$ cat src/mtdr_pkg.sv
`timescale 1ns / 1ps

package mtdr_pkg;

  // ring geometry: two blocks of samples
  localparam int BLOCK      = 512;
  localparam int RING_DEPTH = 2 * BLOCK;
  localparam int ADDR_W     = $clog2(RING_DEPTH);
  localparam int WARM_W     = $clog2(BLOCK);

  // tap set and register map
  localparam int TAPS       = 4;
  localparam int TAP_W      = $clog2(TAPS);
  localparam int SAMPLE_W   = 16;
  localparam int GAIN_W     = 16;
  localparam int DELAY_W    = 10;
  localparam int CFG_IDX_W  = 4;
  localparam int CFG_DATA_W = 16;

  localparam logic [CFG_IDX_W-1:0] CFG_DELAY_BASE = CFG_IDX_W'(0);
  localparam logic [CFG_IDX_W-1:0] CFG_GAIN_BASE  = CFG_IDX_W'(TAPS);
  localparam logic [CFG_IDX_W-1:0] CFG_REG_COUNT  = CFG_IDX_W'(2 * TAPS);

  // unsigned Q4.12 gains
  localparam int GAIN_ONE   = 4096;
  localparam int GAIN_RESET = 3277;
  localparam int GAIN_FRAC  = 12;

  // divider geometry: dividend is |num| + den/2, quotient never exceeds 32768
  localparam int DEN_W  = GAIN_W + 1;
  localparam int QUO_W  = 17;
  localparam int DVD_W  = 33;
  localparam int NUM_W  = 34;
  localparam int PROD_W = 33;

  typedef logic signed [SAMPLE_W-1:0] sample_t;
  typedef logic [ADDR_W-1:0]          addr_t;
  typedef logic [DELAY_W-1:0]         delay_t;
  typedef logic [GAIN_W-1:0]          gain_t;

  // delays above one block read the sample just written
  function automatic addr_t tap_offset(input delay_t d);
    delay_t lim;
    lim = delay_t'(BLOCK);
    if (d > lim) begin
      return addr_t'(lim);
    end
    return addr_t'(d);
  endfunction

endpackage

$ cat src/mtdr_div.sv
`timescale 1ns / 1ps

module mtdr_div
  import mtdr_pkg::*;
(
  input  logic             clk,
  input  logic             rst_n,
  input  logic             start,
  input  logic [DVD_W-1:0] dividend,
  input  logic [DEN_W-1:0] divisor,
  output logic             busy,
  output logic             done,
  output logic [QUO_W-1:0] quotient
);

  localparam int CNT_W = $clog2(QUO_W);

  // restoring divider, one quotient bit per cycle
  logic [DEN_W-1:0] rem_r;
  logic [QUO_W-1:0] dvd_r;
  logic [QUO_W-1:0] quo_r;
  logic [DEN_W-1:0] den_r;
  logic [CNT_W-1:0] cnt_r;
  logic             busy_r;
  logic             done_r;

  logic [DEN_W:0]   trial;
  logic             fits;

  assign trial = {rem_r, dvd_r[QUO_W-1]};
  assign fits  = (trial >= {1'b0, den_r});

  always_ff @(posedge clk) begin
    if (!rst_n) begin
      busy_r <= 1'b0;
      done_r <= 1'b0;
      cnt_r  <= '0;
    end else begin
      done_r <= 1'b0;
      if (start) begin
        busy_r <= 1'b1;
        cnt_r  <= '0;
      end else if (busy_r) begin
        cnt_r <= cnt_r + CNT_W'(1);
        if (cnt_r == CNT_W'(QUO_W - 1)) begin
          busy_r <= 1'b0;
          done_r <= 1'b1;
        end
      end
    end
  end

  always_ff @(posedge clk) begin
    if (start) begin
      rem_r <= {1'b0, dividend[DVD_W-1:QUO_W]};
      dvd_r <= dividend[QUO_W-1:0];
      den_r <= divisor;
      quo_r <= '0;
    end else if (busy_r) begin
      rem_r <= fits ? DEN_W'(trial - {1'b0, den_r}) : trial[DEN_W-1:0];
      dvd_r <= {dvd_r[QUO_W-2:0], 1'b0};
      quo_r <= {quo_r[QUO_W-2:0], fits};
    end
  end

  assign busy     = busy_r;
  assign done     = done_r;
  assign quotient = quo_r;

endmodule

$ cat config.mk
export PLATFORM = sky130hd
export DESIGN_NAME = mtdr_div
export DESIGN_NICKNAME = d
export VERILOG_FILES = /design/src/mtdr_pkg.sv /design/src/mtdr_div.sv
export SDC_FILE = /design/constraint.sdc
export NUM_CORES = 1
export LEC_CHECK = 0
export ABC_CLOCK_PERIOD_IN_PS = 4300
export BUFFER_PORTS_ARGS = -buffer_cell sky130_fd_sc_hd__buf_4
export CORE_UTILIZATION = 30
export CTS_CLUSTER_DIAMETER = 200
export DETAILED_ROUTE_END_ITERATION = 10
export PLACE_DENSITY = 0.55
export SYNTH_ARGS = -nofsm -noshare
export SYNTH_HDL_FRONTEND = slang
export SYNTH_SLANG_ARGS = --single-unit
$ cat constraint.sdc
create_clock -name clk -period 4.3 [get_ports clk]
set_input_delay 0 -clock clk [delete_from_list [all_inputs] [get_ports clk]]
set_output_delay 0 -clock clk [all_outputs]
set_load 0.02 [all_outputs]
==> summary.md, run 1 <==
| Metric | Value |
|---|---|
| Delay of the slowest critical-path stage | 450 ps |
| GR Overflow Total | 0 |
| Sequential share of the synthesized area | about half |
| Yosys reg bits | 75 |
| H-tree levels | 3 |
| Crit path required time | ~4400 ps |
| Multiplexer share of the synthesized area | 16.4% |
| Setup violators final | 0 |
| Setup crit start kind | register |
| Clock Latency Late Sink | 350 ps |
| WL final | 8180 um |
| Clock-pin slew of the registers on the worst-case setup and hold paths | 60 ps |
| Number of enable flip-flop cells after synthesis | 50 |
| Post-synth top flop | edfxtp_1 |
| Relative slew slack | about 39% |
| Ports | just over 70 |
| Final hold viol count | 1 |
| Synthesized cell area | between 3000 and 4000 um2 |
| Gp weighted congestion | 0.760 |
| # rows | 41 |
| Worst VDD drop | 0.000292 V |
| Slew @ Worst Pin | between 900 and 1000 ps |
| Top-count cell post-synth | edfxtp_1 |
| Post-synthesis cell type count | 53 |
| Worst Setup SP | dvd_r[16]$_DFFE_PP_ |
| Yosys synthesis warning count | 0 |
| Synth top area share | a little under two fifths |
| Worst Path Arrival | around 3300 ps |
| Hold Path Class | in -> reg |
| DR WL met2 | between 3000 and 4000 um |
| Die width | about 120 um |
| TritonCTS Buffers | 9 |
| Clock Skews | around 12 ps |
| Avg Cell Area, Syn | approximately 12 um2 |
| # Post-CTS Setup Buffers | 0 |
| Register area | 2000 um2 |
| Synth async-reset ratio | 0% |
| PnR Total Power | between 2 and 2.5 mW |
| N_diodes | 0 |
| Share of cells above drive strength 1 | approximately 27% |
| Fin util | between 40% and 50% |
| Cell Pwr Density | roughly 450 nW/um2 |
| Crit Path Category | reg -> reg |
| CP Max Fanout | 17 |
| Mapped Cells | roughly 340 |
| Vias per cell | 4.56 |
| CP Capture Type | register |
| DP Worst Slack | roughly 1100 ps |
| Failing checks | negative hold slack |
| Compound-gate portion of the synthesized area | between 8 and 9% |
| Largest family of logic cells by synthesized area | multiplexers |
| Core area | 12,700 um2 |
| Net Count, Synth | approximately 400 |
| Routed met1 length | 3770 um |
| # DRC | 0 |
| First-pass GRT wire length | approximately 14,000 um |
| IO Port Bufs | 71 |
| Initial DRC count | between 100 and 150 |
| Fin nets | 530 |
| RSZ-0062 raised after global routing | false |
| Post-CTS sizing | 0 |
| Leakage dissipation | 2.28 nW |
| Final Critical Period | approximately 3200 ps |
| Via count | about 2,900 |
| Die height | approximately 120 um |
| TritonCTS clock tree | done |
| Top cells by area, synth | edfxtp_1 38%, dfxtp_1 13%, mux2_2 7.7% |
| Worst setup margin | about 1100 ps |
| R2r startpoint | dvd_r[16]$_DFFE_PP_ |
| Starting Density | around 31% |
| Fillers | approximately 1,300 |
| Worst path slowest cell | fa_1 |
| Initial antenna violation count | 0 |
| Dpl hpwl | between 5000 and 6000 um |
| Hold Crit Start | dividend[31] |
| GRT Total Usage | 13.3% |
| Fmax | around 320 MHz |
| Clock Tree Root | clkbuf_16 |
| Status | finished with violations |
| CTS Buffer Depth | 2 |
| Adder-Cell Fraction of Synth Area | 6.52% |
| Metal3 WL | 468 um |
| Synth area leader | edfxtp_1 |
| Largest net degree at the start of global routing | 77 |
| Layout area overhead | 37.0% |
| Remaining antenna violation count | 0 |
| CP cell instances | inv_1 -> ha_1 -> inv_1 -> fa_1 -> a211oi_4 -> o21ai_2 -> a31oi_4 -> o21ai_2 -> o21ai_4 -> nand2_4 -> mux2_1 -> mux2_2 |
| Synth Area in Simple Gates | approximately a tenth |
| Synth top cells by count | 50 x edfxtp_1, 33 x nor2_1, 27 x mux2_2, 26 x inv_1, 25 x dfxtp_1 |
| Crit share post-route | 73.6% |
| Vias in the first global route | between 2,000 and 3,000 |
| Pins over their slew limit | 0 |
| Xor/xnor share of the synthesized area | 3.32% |
| Clock sinks | 75 |
| Cts hold-fix bufs | 48 |
| Multi-input logic area | approximately 1800 um2 |
| First drt pass iteration count | 5 |
| Die area | between 10,000 and 15,000 um2 |
| Top layer in use | met4 |
| Routed WL per cell | roughly 13 um |
| Max-cap violations | 0 |
| Min Hold Slack | -4.51 ps |
| Setup TNS Final | 0 ps |
-- registers in the layout, summed over array words and instances, names as in the netlist --
name	cells
busy	1
cnt_r	5
den_r	17
done	1
dvd_r	17
quotient	17
rem_r	17
-- worst max-delay path, delay by kind of cell (launching register included) --
kind,cells,cell delay [ps]
multiplexers,2,630
buffers and inverters,2,130
flip-flops,1,360
adder cells (fa/ha/maj),2,610
AND/OR/NAND/NOR,1,200
AO/OA/AOI/OAI,5,950
-- cells in the final DEF, fill, tap and decap left out, types with 2 or more instances in the layout --
cell type	count
clkbuf_8	2
xor2_1	7
dfxtp_1	25
nand4_1	4
and3_1	2
mux2i_1	23
o21ai_0	4
mux2_1	6
o31ai_1	2
a21o_1	5
nand2b_1	6
nand2_1	17
ha_1	19
inv_4	2
o21ai_2	2
mux2_2	27
nand3_1	6
nor2_1	33
clkbuf_1	2
clkbuf_16	9
nor3_1	6
xnor2_1	8
nor2b_1	2
a31oi_1	3
dlygate4sd3_1	48
or2_2	3
inv_1	26
a21oi_1	10
edfxtp_1	50
a311oi_1	2
mux2_4	3
buf_4	73
-- kinds of logic after synthesis --
kind of cell    count (synthesis)
xor+xnor                       15
fa+ha+maj                      20
mux                            59
compound gates                 45
flops                          75
buf+inv                        39
simple gates                   85
-- per-layer routing --
metal,vias up,global-route usage (%)
met1,1346,16.3
met4,0,6.33
met2,79,20.9
met3,11,4.63
li1,1453,-
met5,-,0
-- power by group --
group          internal, mW  leakage [nW]  switching [mW]
Clock                 0.426         0.141           0.303
Sequential            0.872         0.701          0.0399
Combinational         0.396          1.44           0.376
-- final timing paths --
| path | endpoint | slack, ps | cells after the start |
|---|---|---|---|
| setup / recovery | rem_r[7]$_DFFE_PP_ | 1130 | 12 |
| hold / removal | rem_r[14]$_DFFE_PP_ | -5 | 3 |
| setup reg to reg | rem_r[7]$_DFFE_PP_ | 1130 | 12 |
| hold reg to reg | quotient[16]$_SDFFE_PP0P_ | 500 | 2 |
-- area by class of cell --
| class | instances | area share, % |
|---|---|---|
| flip-flops and latches | 75 | 37.0 |
| multi-input cells | 224 | 33.1 |
| repair buffers | 121 | 19.0 |
| clock buffers | 13 | 4.81 |
| well taps | 172 | 3.97 |
| inverters | 26 | 1.80 |
| clock inverters | 3 | 0.393 |
-- through the flow --
stage / area, um2 / hold WS (ps) / std cells
final: 5420 / -4.51 / 634
after global routing: 5420 / 25.6 / 634
after CTS: 5420 / 2.33 / 634
after detailed placement: 4650 / 179 / 570
after global placement: 4650 / 179 / 570
after floorplan: 3950 / 98.9 / 338
Power figures use the tool's default switching activity.
==> run 2: changes to the inputs <==
ABC_AREA = 1   (was default)
ABC_CLOCK_PERIOD_IN_PS = 3300   (was 4300)
clock period = 3.3 ns   (was 4.3 ns; I/O delays follow)
==> run 2 against run 1 <==
The run now ends clean. Sequential cell count unchanged. Synthesized cell count rose by 57%. Non-clock buffer count increased by 4. Utilization down 0.88 points. Routed wire length up 21%. Combinational power is 31% higher. Register-to-register slack worse by 150 ps. First-iteration DRC count shrank 5.2%. Sequential power is 27% higher. Largest cell class unchanged.
==> summary.md, run 2 <==
| Metric | Value |
|---|---|
| Avg Cell Area, Syn | ~8.1 um2 |
| Core area | between 10,000 and 15,000 um2 |
| Dpl hpwl | slightly below 7000 um |
| Worst Setup EP | rem_r[6]$_DFFE_PP_ |
| Post-synth top flop | edfxtp_1 |
| Vias per cell | 4.35 |
| Xor/xnor share of the synthesized area | under 10% |
| Fmax | 431 MHz |
| Worst setup margin | just under 1000 ps |
| Placed cell count | 770 |
| WL final | 9910 um |
| # Post-CTS Setup Buffers | 0 |
| Relative slew slack | 29.3% |
| Initial DRC count | 109 |
| PnR Total Power | between 3 and 4 mW |
| Sequential share of the synthesized area | 46.8% |
| GRT Total Usage | 14.9% |
| Crit Path Category | reg -> reg |
| Max-cap violations | 0 |
| Initial antenna violation count | 0 |
| Crit path required time | roughly 3400 ps |
| Fin nets | slightly above 700 |
| Largest net degree at the start of global routing | 54 |
| Hold Path Depth | 2 |
| Post-CTS sizing | 0 |
| Number of enable flip-flop cells after synthesis | 50 |
| Setup crit start kind | register |
| Crit share post-route | 70.3% |
| Share of cells above drive strength 1 | between 10% and 20% |
| Die width | approximately 120 um |
| Largest family of logic cells by synthesized area | simple AND/OR/NAND/NOR gates |
| Setup violators final | 0 |
| Vias in the first global route | between 3,000 and 4,000 |
| Layout area overhead | 35.3% |
| Min Hold Slack | a little over 300 ps |
| Yosys reg bits | 75 |
| Fillers | 1,425 |
| Synth Area in Simple Gates | between 30% and 40% |
| Post-Layout Cell Count | between 800 and 900 |
| CTS Buffer Depth | 2 |
| Cts hold-fix bufs | 51 |
| First drt pass iteration count | 4 |
| Ports | ~70 |
| Compound-gate portion of the synthesized area | under 10% |
| Top-count cell post-synth | nand2_1 |
| Register area | between 2000 and 2500 um2 |
| Synth area leader | edfxtp_1 |
| H-tree levels | 3 |
| Setup TNS Final | 0 ps |
| Clock Latency Late Sink | 350 ps |
| Routed WL per cell | approximately 12 um |
| RR Endpoint | rem_r[6]$_DFFE_PP_ |
| Commonest non-fill, non-tap cell in the layout | nand2_1 |
| Clock Tree Root | clkbuf_16 |
| CP Max Fanout | 18 |
| Clock-pin slew of the registers on the worst-case setup and hold paths | 60 ps |
| Worst Reg2Reg Path Length in Cells | 10 |
| Dpl cell area | slightly below 5000 um2 |
| Mapped Cells | between 500 and 600 |
| RSZ-0062 raised after global routing | false |
| Worst Path Arrival | 2410 ps |
| # DRC | 0 |
| Cell Pwr Density | 551 nW/um2 |
| Commonest non-fill, non-tap cells in the layout | 194 x nand2_1, 89 x inv_1, 74 x buf_4 |
| Via count | roughly 3,600 |
| Die height | between 100 and 150 um |
| Post-synthesis cell type count | 39 |
| R2r startpoint | rem_r[8]$_DFFE_PP_ |
| Synth top cells by count | 194 x nand2_1, 89 x inv_1, 50 x edfxtp_1, 27 x nand3_1, 25 x dfxtp_1 |
| Synthesized cell area | about 4300 um2 |
| Synth top area share | around a third |
| N_diodes | 0 |
| Multi-input logic area | 1850 um2 |
| Remaining antenna violation count | 0 |
| Pins over their slew limit | 0 |
| Clock sinks | 75 |
| Design Area, Final | 5790 um2 |
| Clock Skews | around 13 ps |
| Hold Path Class | in -> reg |
| Multiplexer share of the synthesized area | 0% |
| DP Worst Slack | 998 ps |
| TritonCTS clock tree | done |
| Final Critical Period | ~2300 ps |
| TritonCTS Buffers | 9 |
| Worst Setup SP | rem_r[8]$_DFFE_PP_ |
| # rows | 43 |
| GR Overflow Total | 0 |
| IO Port Bufs | a little over 70 |
| Yosys synthesis warning count | 0 |
| First-pass GRT wire length | ~17,000 um |
| Slew @ Worst Pin | ~1100 ps |
| Leakage dissipation | ~2.8 nW |
| Synth async-reset ratio | 0% |
| Worst VDD drop | just over 0.0003 V |
| CP Capture Type | register |
| Fin util | approximately two fifths |
| Top cells by area, synth | edfxtp_1 35%, nand2_1 17%, dfxtp_1 12% |
| Gp weighted congestion | just over 0.8 |
| Status | complete, no violations |
| Final hold viol count | 0 |
| R2R Setup Slk | around 980 ps |
| Die area | 14,700 um2 |
| Net Count, Synth | ~600 |
| Adder-Cell Fraction of Synth Area | 6.03% |
| Starting Density | a little under a third |
-- run 2: power by group --
part,internal (mW),switching (mW)
logic,0.411,0.604
registers,1.12,0.0428
clock network,0.604,0.407
-- run 2: worst min path at each step --
stage / from / endpoint / slack (ps)
finish: start / den_r[7]$_DFFE_PP_ / 310
global placement: divisor[8] / den_r[8]$_DFFE_PP_ / 180
CTS: start / den_r[1]$_DFFE_PP_ / 310
detailed placement: divisor[6] / den_r[6]$_DFFE_PP_ / 180
floorplan: divisor[0] / den_r[0]$_DFFE_PP_ / 100
global route: start / den_r[7]$_DFFE_PP_ / 350
-- run 2: final cells by class --
| class | count | share of cell area [%] |
|---|---|---|
| well taps | 180 | 3.89 |
| inverters | 90 | 5.84 |
| multi-input cells | 351 | 31.9 |
| clock inverters | 3 | 0.454 |
| clock buffers | 13 | 4.87 |
| repair buffers | 125 | 18.4 |
| flip-flops and latches | 75 | 34.6 |
-- run 2: kinds of logic after synthesis --
| family | count (synthesis) |
|---|---|
| AND/OR/NAND/NOR | 291 |
| buffers and inverters | 103 |
| flip-flops | 75 |
| AO/OA/AOI/OAI | 33 |
| adder cells (fa/ha/maj) | 20 |
| XOR/XNOR | 7 |
-- run 2: worst max-delay path: stages (launching register included) --
cell and delay (ps):
edfxtp_1 410, ha_1 400, nand2_2 110, nor2_2 150, nand3_1 110, nand3_2 120
nand3_4 260, nand2_8 270, nand2_1 80, nand3_1 80, nand2_1 70
-- run 2: per-layer routing --
metal	track usage (%)	up-vias	share of wire [%]
met2	25.0	47	47
li1	-	1934	-
met5	0	-	0
met4	4.63	0	1.4
met1	18.1	1650	48
met3	4.51	11	3.5
==> run 3: changes to the inputs <==
ABC_AREA = 0   (was 1)
ABC_CLOCK_PERIOD_IN_PS = 2100   (was 3300)
PLACE_DENSITY = 0.57   (was 0.55)
clock period = 2.1 ns   (was 3.3 ns; I/O delays follow)
==> run 3 against run 2 <==
Global-route usage down 0.67 points. The run now ends with negative setup slack left. Sequential cell count unchanged. Via count down 15%. Largest cell class unchanged.
==> summary.md, run 3 (same netlist as run 1, synthesis figures left out) <==
| Metric | Value |
|---|---|
| Cell Pwr Density | between 900 and 1000 nW/um2 |
| Relative slew slack | 57.4% |
| Final Critical Period | approximately 2800 ps |
| Setup TNS Final | -11,930 ps |
| Remaining antenna violation count | 0 |
| Slew @ Worst Pin | 640 ps |
| # rows | about 40 |
| Commonest non-fill, non-tap cells in the layout | 138 x buf_4, 50 x edfxtp_1, 48 x dlygate4sd3_1 |
| Vias per cell | between 4 and 5 |
| Setup violators final | 18 |
| GR Overflow Total | 0 |
| Crit share post-route | 136% |
| R2R Setup Slk | -750 ps |
| RR Endpoint | rem_r[9]$_DFFE_PP_ |
| Worst VDD drop | around 0.00055 V |
| Max-cap violations | 0 |
| Status | finished with violations |
| CP Max Fanout | 6 |
| Clock-pin slew of the registers on the worst-case setup and hold paths | ~60 ps |
| TritonCTS clock tree | done |
| Worst Setup EP | rem_r[9]$_DFFE_PP_ |
| Pins over their slew limit | 0 |
| GRT Total Usage | between 10% and 20% |
| RSZ-0062 raised after global routing | true |
| N_diodes | 0 |
| Layout area overhead | 52.6% |
| CTS Buffer Depth | 2 |
| Largest net degree at the start of global routing | 55 |
| Dpl hpwl | 6010 um |
| Commonest non-fill, non-tap cell in the layout | buf_4 |
| Fin nets | approximately 600 |
| Worst setup margin | -746 ps |
| Initial DRC count | 79 |
| H-tree levels | 3 |
| Die width | between 100 and 150 um |
| First drt pass iteration count | 4 |
| Gp weighted congestion | between 0.7 and 0.8 |
| IO Port Bufs | 71 |
| Starting Density | a little under a third |
| Leakage dissipation | 2.64 nW |
| Multi-input logic area | between 1500 and 2000 um2 |
| Ports | a little over 70 |
| CP Capture Type | register |
| Share of cells above drive strength 1 | 39.6% |
| WL final | 8980 um |
| Clock Skews | between 9 and 10 ps |
| Core area | roughly 13,000 um2 |
| TritonCTS Buffers | 9 |
| PnR Total Power | between 5 and 6 mW |
| Via count | 3,089 |
| Fmax | 351 MHz |
| # DRC | 0 |
| Design Area, Final | approximately 6000 um2 |
| Hold Path Class | in -> reg |
| Die area | about 14,000 um2 |
| Initial antenna violation count | 0 |
| Clock Latency Late Sink | between 300 and 400 ps |
| Worst Setup SP | dvd_r[16]$_DFFE_PP_ |
| R2r startpoint | dvd_r[16]$_DFFE_PP_ |
| First-pass GRT wire length | ~15,000 um |
| Clock Tree Root | clkbuf_16 |
| Crit Path Category | reg -> reg |
| Failing checks | negative setup slack |
| Final hold viol count | 0 |
| Crit path required time | 2190 ps |
| Vias in the first global route | approximately 3,200 |
| Setup crit start kind | register |
| Clock sinks | 75 |
| Fillers | 1,211 |
| Worst Path Arrival | 2940 ps |
| Min Hold Slack | about 3.6 ps |
| Routed WL per cell | between 10 and 15 um |
| Die height | roughly 120 um |
| Worst Reg2Reg Path Length in Cells | 12 |
| Dpl cell area | between 5000 and 6000 um2 |
| Register area | approximately 2000 um2 |
-- run 3: cell count changes in the layout (fill, tap and decap cells not counted), sizes merged, moves of 14 or more --
cell / previous run / this run
mux2: 0 / 36
o22ai: 15 / 1
nand2: 207 / 19
nor2: 18 / 34
mux2i: 0 / 23
nand3b: 20 / 0
buf: 74 / 140
inv: 91 / 28
nand3: 29 / 6
-- run 3: worst max-delay path, cell delays in order, from the launching register on --
cell and delay [ps]:
edfxtp_1 380, inv_2 90, ha_4 130, inv_2 30, fa_2 360, a211oi_4 240, o21ai_2 100, a31oi_4 160
o21ai_2 100, o21ai_4 260, nand2_4 150, mux2_4 320, mux2_2 250
-- run 3: final cells by class --
type,instances,share of cell area [%]
sequential,75,33.2
multi-input combinational,225,31.5
timing repair buffer,188,25.7
clock buffer,10,3.80
tap,172,3.57
inverter,26,1.62
clock inverter,6,0.643
-- run 3: where the power goes --
| part | switching [mW] | total, mW | internal (mW) | leakage [nW] |
|---|---|---|---|---|
| logic | 0.956 | 2.31 | 1.35 | 1.81 |
| registers | 0.0866 | 1.87 | 1.79 | 0.701 |
| clock network | 0.616 | 1.42 | 0.799 | 0.132 |
| total | 1.66 | 5.60 | 3.94 | 2.64 |
-- run 3: worst min path at each step --
stage	end	from	depth (start not counted)
finish	rem_r[10]$_DFFE_PP_	dividend[27]	3
global route	rem_r[12]$_DFFE_PP_	dividend[29]	3
CTS	rem_r[10]$_DFFE_PP_	dividend[27]	3
detailed placement	den_r[10]$_DFFE_PP_	divisor[10]	1
global placement	den_r[4]$_DFFE_PP_	divisor[4]	1
floorplan	den_r[0]$_DFFE_PP_	divisor[0]	0
-- run 3: per-stage QoR --
step / cells / util, % / setup WS, ps
after global routing: 702 / 47.4 / -870
after CTS: 697 / 46.8 / -814
after detailed placement: 626 / 40.0 / -847
after floorplan: 338 / - / -764
after global placement: 626 / 40.0 / -737
final: 702 / 47.4 / -746
-- run 3: routing by layer --
| metal | track usage [%] | up-vias | routed length, um | share of wire (%) |
|---|---|---|---|---|
| li1 | - | 1584 | - | - |
| met1 | 16.6 | 1438 | 4000 | 44 |
| met2 | 23.9 | 56 | 4400 | 49 |
| met3 | 5.66 | 11 | 469 | 5.2 |
| met4 | 4.81 | 0 | 114 | 1.3 |
| met5 | 0 | - | 0 | 0 |
-- run 3: what timing repair did --
item / 4_1_cts / 5_1_grt
hold endpoints to repair: 48 / 0
pin swaps: 7 / 3
buffers inserted: 6 / 5
cloned: 1 / 0
setup endpoints to repair: 18 / 18
hold buffers: 48 / 0
gates resized for setup: 14 / 9
